`src/sv/pba_pkg.sv`:
```
// Package for the page bitmap allocator: widths, codes, beat types and states.
package pba_pkg;

    localparam int NUM_GROUPS  = 64;
    localparam int COUNT_WIDTH = 16;
    localparam int PAGE_SHIFT  = 12;
    localparam int NUM_PAGES   = NUM_GROUPS * 64;
    localparam int GROUP_W     = $clog2(NUM_GROUPS);
    localparam int PAGE_W      = GROUP_W + 6;
    localparam int RANGE_W     = PAGE_W + 1;

    localparam logic [COUNT_WIDTH-1:0] COUNT_MAX = '1;

    typedef enum logic [2:0] {
        OP_INIT     = 3'd0,
        OP_FREE_RNG = 3'd1,
        OP_USED_RNG = 3'd2,
        OP_ALLOC    = 3'd3,
        OP_FREE_PG  = 3'd4,
        OP_INC_REF  = 3'd5,
        OP_DEC_REF  = 3'd6,
        OP_NONE     = 3'd7
    } op_t;

    typedef enum logic [1:0] {
        ST_OK      = 2'd0,
        ST_OOM     = 2'd1,
        ST_IGNORED = 2'd2,
        ST_COUNT   = 2'd3
    } status_t;

    typedef struct packed {
        logic [2:0]  operation;
        logic [31:0] address;
        logic [31:0] extent;
        logic [11:0] page_number;
    } in_beat_t;

    typedef struct packed {
        logic [11:0] result_page;
        logic [1:0]  status;
    } out_beat_t;

    typedef enum logic [3:0] {
        S_CLEAR,
        S_IDLE,
        S_DECODE,
        S_INIT,
        S_RANGE_RD,
        S_RANGE_WR,
        S_SCAN,
        S_ALLOC_RD,
        S_ALLOC_WR,
        S_PAGE_RD,
        S_PAGE_WR,
        S_DONE
    } state_t;

    // controller to datapath
    typedef struct packed {
        logic load;
        logic clear_step;
        logic init_step;
        logic range_setup;
        logic range_rd;
        logic range_wr;
        logic scan_setup;
        logic scan_step;
        logic alloc_rd;
        logic alloc_wr;
        logic page_rd;
        logic page_wr;
        logic mark_ignored;
    } cmd_t;

    // datapath to controller
    typedef struct packed {
        logic    clear_last;
        logic    sweep_last;
        logic    range_empty;
        logic    range_last;
        logic    scan_found;
        logic    scan_last;
        logic    page_bad;
        op_t     op;
    } sts_t;

endpackage

```
`src/sv/pba_ctrl.sv`:
```
// Controller state machine of the page bitmap allocator.
module pba_ctrl import pba_pkg::*; (
    input  logic aclk,
    input  logic aresetn,
    input  logic s_valid,
    output logic s_ready,
    input  logic out_busy,
    output logic out_load,
    input  sts_t sts,
    output cmd_t cmd
);

    state_t state_reg, state_next;

    always_ff @(posedge aclk) begin
        if (!aresetn) begin
            state_reg <= S_CLEAR;
        end else begin
            state_reg <= state_next;
        end
    end

    always_comb begin
        state_next = state_reg;
        cmd        = '0;
        s_ready    = 1'b0;
        out_load   = 1'b0;
        unique case (state_reg)
            S_CLEAR: begin
                cmd.clear_step = 1'b1;
                if (sts.clear_last) state_next = S_IDLE;
            end
            S_IDLE: begin
                s_ready = 1'b1;
                if (s_valid) begin
                    cmd.load   = 1'b1;
                    state_next = S_DECODE;
                end
            end
            S_DECODE: begin
                unique case (sts.op)
                    OP_INIT: state_next = S_INIT;
                    OP_FREE_RNG, OP_USED_RNG: begin
                        cmd.range_setup = 1'b1;
                        state_next      = S_RANGE_RD;
                    end
                    OP_ALLOC: begin
                        cmd.scan_setup = 1'b1;
                        state_next     = S_SCAN;
                    end
                    OP_FREE_PG, OP_INC_REF, OP_DEC_REF: begin
                        cmd.mark_ignored = sts.page_bad;
                        state_next       = sts.page_bad ? S_DONE : S_PAGE_RD;
                    end
                    default: state_next = S_DONE;
                endcase
            end
            S_INIT: begin
                cmd.init_step = 1'b1;
                if (sts.sweep_last) state_next = S_DONE;
            end
            S_RANGE_RD: begin
                if (sts.range_empty) begin
                    state_next = S_DONE;
                end else begin
                    cmd.range_rd = 1'b1;
                    state_next   = S_RANGE_WR;
                end
            end
            S_RANGE_WR: begin
                cmd.range_wr = 1'b1;
                state_next   = sts.range_last ? S_DONE : S_RANGE_RD;
            end
            S_SCAN: begin
                cmd.scan_step = 1'b1;
                priority if (sts.scan_found) state_next = S_ALLOC_RD;
                else if (sts.scan_last)     state_next = S_DONE;
                else                        state_next = S_SCAN;
            end
            S_ALLOC_RD: begin
                cmd.alloc_rd = 1'b1;
                state_next   = S_ALLOC_WR;
            end
            S_ALLOC_WR: begin
                cmd.alloc_wr = 1'b1;
                state_next   = S_DONE;
            end
            S_PAGE_RD: begin
                cmd.page_rd = 1'b1;
                state_next  = S_PAGE_WR;
            end
            S_PAGE_WR: begin
                cmd.page_wr = 1'b1;
                state_next  = S_DONE;
            end
            S_DONE: begin
                if (!out_busy) begin
                    out_load   = 1'b1;
                    state_next = S_IDLE;
                end
            end
            default: state_next = S_IDLE;
        endcase
    end

endmodule

```
`config.mk`:
```
export PLATFORM = sky130hd
export DESIGN_NAME = pba_ctrl
export DESIGN_NICKNAME = d
export VERILOG_FILES = /design/src/sv/pba_pkg.sv /design/src/sv/pba_ctrl.sv
export SDC_FILE = /design/constraint.sdc
export NUM_CORES = 1
export LEC_CHECK = 0
export BUFFER_PORTS_ARGS = -buffer_cell sky130_fd_sc_hd__buf_4
export CAP_MARGIN = 20
export CORE_MARGIN = 3
export CORE_UTILIZATION = 38
export CTS_CLUSTER_SIZE = 30
export DETAILED_ROUTE_END_ITERATION = 6
export PLACE_DENSITY = 0.8
export SYNTH_ARGS = -nofsm -noshare
export SYNTH_HDL_FRONTEND = slang
export SYNTH_SLANG_ARGS = --single-unit
export TNS_END_PERCENT = 10
```
`constraint.sdc`:
```
create_clock -name aclk -period 1.4 [get_ports aclk]
set_input_delay 0.21 -clock aclk [delete_from_list [all_inputs] [get_ports aclk]]
set_output_delay 0.21 -clock aclk [all_outputs]
set_load 0.01 [all_outputs]
```
==> results of run 1 <==
[power groups by stage]
| stage | registers, mW | clock network (mW) | logic, mW |
|---|---|---|---|
| 3_3_place_gp | 0.125 | 0 | 0.162 |
| 3_5_place_dp | 0.125 | 0 | 0.165 |
| 5_1_grt | 0.125 | 0.152 | 0.205 |
| 6_report | 0.125 | 0.143 | 0.190 |
| 4_1_cts | 0.123 | 0.145 | 0.171 |
| 2_1_floorplan | 0.123 | 0 | 0.0817 |
[per-layer routing]
| layer | vias up | GRT usage (%) |
|---|---|---|
| li1 | 376 | - |
| met1 | 360 | 22.7 |
| met2 | 30 | 33.6 |
| met3 | 2 | 3.81 |
| met4 | 0 | 3.61 |
| met5 | - | 0 |
[synth_stat cells, types with 2 or more instances]
master	n
dfxtp_1	4
o21a_1	2
nor2_1	11
a21o_1	2
o21ai_0	3
a21oi_1	5
inv_1	4
nand2_1	9
nor3b_1	2
nand2b_1	3
nor3_1	6
buf_2	6
a31oi_1	3
nor2b_1	3
[cell type report]
class | instances | area share (%)
multi-input cells | 68 | 51.6
repair buffers | 40 | 33.3
flip-flops and latches | 4 | 8.93
clock buffers | 3 | 2.44
inverters | 4 | 1.89
well taps | 14 | 1.89
[worst register-to-register path, cell delays in order, from the launching register on]
cell	delay [ns]
dfxtp_2	0.31
or2_1	0.24
or3_4	0.39
o22ai_1	0.23
o21a_1	0.16
[path summary, 6_finish.rpt]
path,end,cells after the start
setup reg to reg,state_reg[2],4
setup / recovery,cmd[6],4
hold / removal,state_reg[1],2
hold reg to reg,state_reg[1],3
[cell families (layout without fill, tap and decap cells)]
family	Yosys count	after routing	synth area share [%]
AOI/OAI and AO/OA	25	25	32.9
xor gates and xnor gates	1	1	1.66
buffers and inverters	11	47	9.24
DFF	4	4	15.2
muxes	1	1	2.13
and+or+nand+nor	41	41	38.9
[what timing repair did]
item | in CTS | in global routing
resized for setup | 8 | 18
buffers inserted | 0 | 0
pin swaps | 2 | 1
setup endpoints to repair | 10 | 18
[through the flow]
step / utilization [%] / TNS, ns / hold slack [ns]
floorplan: - / 0 / 0.328
global placement: 67.6 / 0 / 0.465
detailed placement: 67.6 / 0 / 0.470
CTS: 71.6 / -0.598 / 0.231
global route: 77.0 / -0.985 / 0.256
finish: 77.0 / -0.494 / 0.251
==> metrics.cfg, run 1 <==
[drt]
wl_um = 1860
num_vias = 768
drtPass1Iterations = 4
wl_per_cell_um = 14.0
detail-route-antenna-nets = 0
top_layer = met4
met1_length_um = 782
wl_met3_um = 131
drt_iter0_drc = 13
drc = 0
viasPerCell = 5.77
wl_met2_um = 937

[final_layout]
design.final.nets = 135
drive_gt1_share_pct = 53.8
ff_latch_area_um2 = 82.6
final_cell_mix = 38 x buf_4, 9 x nor2_1, 6 x nand2_1
layout_commonest_cell = buf_4
n_fill_cell = 91
insertedDiodeCount = 0
area_growth_pct = 75.1
final_area_um2 = 925
largest_register_ff_count = 4
final-instance-count-excl-fill = 133
multiInputGateArea_um2 = 477

[global_route]
grt_max_degree = 14
antenna_found_initial = 0
grt.overflow.total = 0
grt_pass1_vias = 643
grt_pass1_wl_um = 2760
globalRouteTotalUtil_pct = 18.8

[power_and_ir_drop]
leakage_nw = 0.394
combPwrFrac_pct = 41.5
swShare_pct = 32.5
power_switching_uw = 149
seqPwrFrac_pct = 27.2
power_density_mw_per_mm2 = 495
power_uw = 458
p_int_uw = 309
ir_drop_mv = 0.409
clkPwrFrac_pct = 31.3

[outcome]
violations = negative setup slack
outcome = finished, violations left

[timing]
finalCritPeriodShare_pct = 114
final_max_slew_viol_count = 0
relSlewSlack_pct = 74.7
hold_violations = 0
finClkSkew_ns = 0.00442
rsz0062_at_grt = true
finalSetupViolations = 6
fmaxAchievable_ghz = 0.629
min_period_ns = 1.59
worstMarginPinSlew_ns = 0.369
fin_ws_ns = -0.190

[synthesis]
synth-seq-cells = 4
synth_fp_nets = 97
synth.distinct_cells = 34
synthArstFlopShare_pct = 0
syn_inst = 83
synth_area_um2 = 528
synth_top_area_share_pct = 15.2
ys_warn_count = 0
yosys-top-cells-area = dfxtp_1 15%, nor2_1 7.8%, nand2_1 6.4%
yosysTopAreaCell = dfxtp_1
synth_flop_cell = dfxtp_1
synth_edf_count = 0
syn_avg_cell_area_um2 = 6.36
ys_seq_area_share_pct = 15.2

[hold_path]
hold_path_class = primary input to register
min-delay-start = aresetn

[clock_network]
cts_buffer_depth = 2
cts_root_buffer = clkbuf_4
cts-htree-levels = 1
cts_hold_buffers = 0
cts_buffers = 3
cts.clk_slew.worst_paths_ns = 0.04
cts.sinks = 4
cts_tree = done
clk_latency_ns = 0.24

[critical_path]
required_ns = 1.19
critPathKind = register to output port
reg2reg_slack_ns = 0.01
cp_num_buf_inv = 1
cpPeakStageDelay_ns = 0.39
cp_cell_sequence = or2_1, or3_4, nor2_2, buf_4
crit_start = state_reg[2]
worst_setup_path_start_kind = register
cp_slowest_cell = or3_4
cp.arrival_ns = 1.38
reg2reg_from = state_reg[2]
path_max_fanout = 3
crit_path_end_kind = output port
crit_family = simple AND/OR/NAND/NOR gates

[floorplan]
design.die.area_mm2 = 0.00187
fp-row-count = 12
chipWidth_um = 43.3
fp.dieH_um = 43.3
io_pins = 29
start_util_pct = 44.0
core_area_mm2 = 0.00120

[place]
gp_congestion = 0.928
post-dp-hpwl_um = 1360
dpl_cell_area_um2 = 812
port_buffers = 28
place_ws_ns = 0.0387
dp.cells = 130

[job]
max_cap_viol_count = 0

Note: power is estimated with default switching activity, not from simulation.
==> inputs of run 2 (changes only) <==
--- a/config.mk
+++ b/config.mk
@@ -5,13 +5,14 @@
 export SDC_FILE = /design/constraint.sdc
 export NUM_CORES = 1
 export LEC_CHECK = 0
+export ABC_AREA = 1
 export BUFFER_PORTS_ARGS = -buffer_cell sky130_fd_sc_hd__buf_4
 export CAP_MARGIN = 20
 export CORE_MARGIN = 3
-export CORE_UTILIZATION = 38
+export CORE_UTILIZATION = 37
 export CTS_CLUSTER_SIZE = 30
 export DETAILED_ROUTE_END_ITERATION = 6
-export PLACE_DENSITY = 0.8
+export PLACE_DENSITY = 0.79
 export SYNTH_ARGS = -nofsm -noshare
 export SYNTH_HDL_FRONTEND = slang
 export SYNTH_SLANG_ARGS = --single-unit
==> metrics.cfg, run 2 <==
[synthesis]
synth_xor_area_share_pct = 0
synth.distinct_cells = 15
syn_inst = 100
synth_edf_count = 0
synth_top_area_share_pct = 20.2
synth_area_um2 = 502
syn_avg_cell_area_um2 = 5.02
synthMuxAreaShare_pct = 0
synth_top_family_by_area = simple AND/OR/NAND/NOR gates
synth_compound_area_share_pct = 10.2
synth_commonest_cells = 27 x nand2_1, 18 x nor2_1, 17 x inv_1
synth_flop_cell = dfxtp_1
synthArstFlopShare_pct = 0
ys_seq_area_share_pct = 16.0
yosys-top-cells-area = nand2_1 20%, dfxtp_1 16%, nor2_1 13%
ys_warn_count = 0
synth-simple-area-share_pct = 58.1
synth-seq-cells = 4
yosysMostFrequentCell = nand2_1
synth_fp_nets = 114
yosysTopAreaCell = nand2_1
synthAdderAreaFrac_pct = 0

[clock_network]
clk_latency_ns = 0.23
cts.sinks = 4
cts-htree-levels = 1
cts.clk_slew.worst_paths_ns = 0.04
cts_root_buffer = clkbuf_4
cts_buffers = 3
cts_buffer_depth = 2
cts_tree = done

[floorplan]
fp.dieH_um = 42.8
design.die.area_mm2 = 0.00183
core_area_mm2 = 0.00119
start_util_pct = 42.3
fp-row-count = 12
io_pins = 29
chipWidth_um = 42.8

[critical_path]
cpPeakStageDelay_ns = 0.37
required_ns = 1.19
path_max_fanout = 4
critPathKind = register to output port
cp_slowest_cell = dfxtp_4
crit_path_end_kind = output port
cp_num_buf_inv = 2
cp_cell_sequence = inv_4, nand2_4, nor2_4, nand2_1, nor2_1, buf_4
worst_setup_path_start_kind = register
crit_family = flip-flops
cp.arrival_ns = 1.18

[drt]
viasPerCell = 4.88
detail-route-antenna-nets = 0
drtPass1Iterations = 4
wl_um = 1640
num_vias = 717
drc = 0
wl_per_cell_um = 11.1
drt_iter0_drc = 11

[power_and_ir_drop]
power_mw = 1.16
leakage_nw = 0.496
power_density_mw_per_mm2 = 1360
ir_drop_mv = 1.02

[timing]
final_max_slew_viol_count = 0
min_period_ns = 1.39
finalCritPeriodShare_pct = 99.4
fin_ws_ns = 0.00882
finClkSkew_ns = 0.00130
hold_violations = 0
fmaxAchievable_ghz = 0.719
rsz0062_at_grt = true
finalSetupViolations = 0
worstMarginPinSlew_ns = 0.334
relSlewSlack_pct = 77.5

[place]
place_ws_ns = 0.139
post-dp-hpwl_um = 1270
port_buffers = 28
gp_congestion = 0.878

[outcome]
outcome = completed

[hold_path]
hold_path_class = primary input to register

[final_layout]
area_growth_pct = 69.8
design.final.nets = 149
final_cell_mix = 30 x buf_4, 21 x nand2_1, 15 x inv_1, 15 x nor2_1, 9 x nand2_2
layout_commonest_cell = buf_4
drive_gt1_share_pct = 48.1
insertedDiodeCount = 0
largest_register_ff_count = 4

[job]
max_cap_viol_count = 0

[global_route]
grt_pass1_vias = 622
antenna_found_initial = 0
grt_max_degree = 6
globalRouteTotalUtil_pct = 17.6
grt.overflow.total = 0
grt_pass1_wl_um = 2550

run 2: cell count changes after synthesis, moves of 3 or more:
cell      delta
a31oi_1      -3
buf_2        -6
inv_1       +13
inv_2        +4
nand2_1     +18
nand2_2      +5
nand2b_1     -3
nand3_1      +5
nor2_1       +7
nor2_2       +5
nor2b_1      -3
nor3_1       -5
run 2: layout make-up:
class | instances | area [µm²]
multi-input cells | 75 | 405
fillers | 111 | 334
repair buffers | 30 | 225
flip-flops and latches | 4 | 95.1
inverters | 21 | 86.3
clock buffers | 3 | 22.5
well taps | 14 | 17.5
run 2: cells by family (layout without fill, tap and decap cells):
kind of cell	count (synthesis)	in the layout
simple gates	65	65
compound gates	10	10
buf+inv	21	54
flops	4	4
run 2: worst paths after layout:
check / startpoint / to / slack, ns / cells after the start
worst max-delay path: state_reg[3] / cmd[9] / 0.009 / 6
worst min-delay path: aresetn / state_reg[0] / 0.21 / 3
worst max register to register: state_reg[3] / state_reg[3] / 0.15 / 10
worst min register to register: state_reg[1] / state_reg[1] / 0.55 / 2
run 2: stage by stage:
stage	utilization [%]	hold WS (ns)	TNS, ns	cells	instance area (µm²)
2_1_floorplan	-	0.338	0	100	502
5_1_grt	71.8	0.221	-0.225	147	852
6_report	71.8	0.214	0	147	852
3_5_place_dp	61.5	0.463	0	142	729
3_3_place_gp	61.5	0.460	0	142	729
4_1_cts	64.5	0.214	-0.0170	145	764
run 2: power by group:
group	internal (mW)	switching (mW)
sequential	0.166	0.0833
clock	0.0958	0.0457
combinational	0.321	0.445
total	0.583	0.574
run 2: what timing repair did:
item / 4_1_cts / 5_1_grt
hold buffers: 0 / 0
resized for setup: 5 / 25
setup endpoints to repair: 8 / 14
pin swaps: 1 / 4
setup buffers: 0 / 2
run 2: worst reg2reg max path: stages, from the launching register on:
cell	delay [ns]
dfxtp_4	0.37
inv_4	0.09
nand2_4	0.06
nor2_4	0.13
nand2_2	0.09
buf_4	0.13
nand2_1	0.05
nor2_1	0.05
nand2_1	0.06
nand2_1	0.05
a21oi_1	0.11
run 2: routing by layer:
metal  GRT usage (%)  part of all wire [%]  up-vias
met1            22.2                    42      314
met2            30.2                    52       24
met5               0                     0        -
met3            1.27                   4.1        4
li1                -                     -      375
met4            7.45                   2.4        0
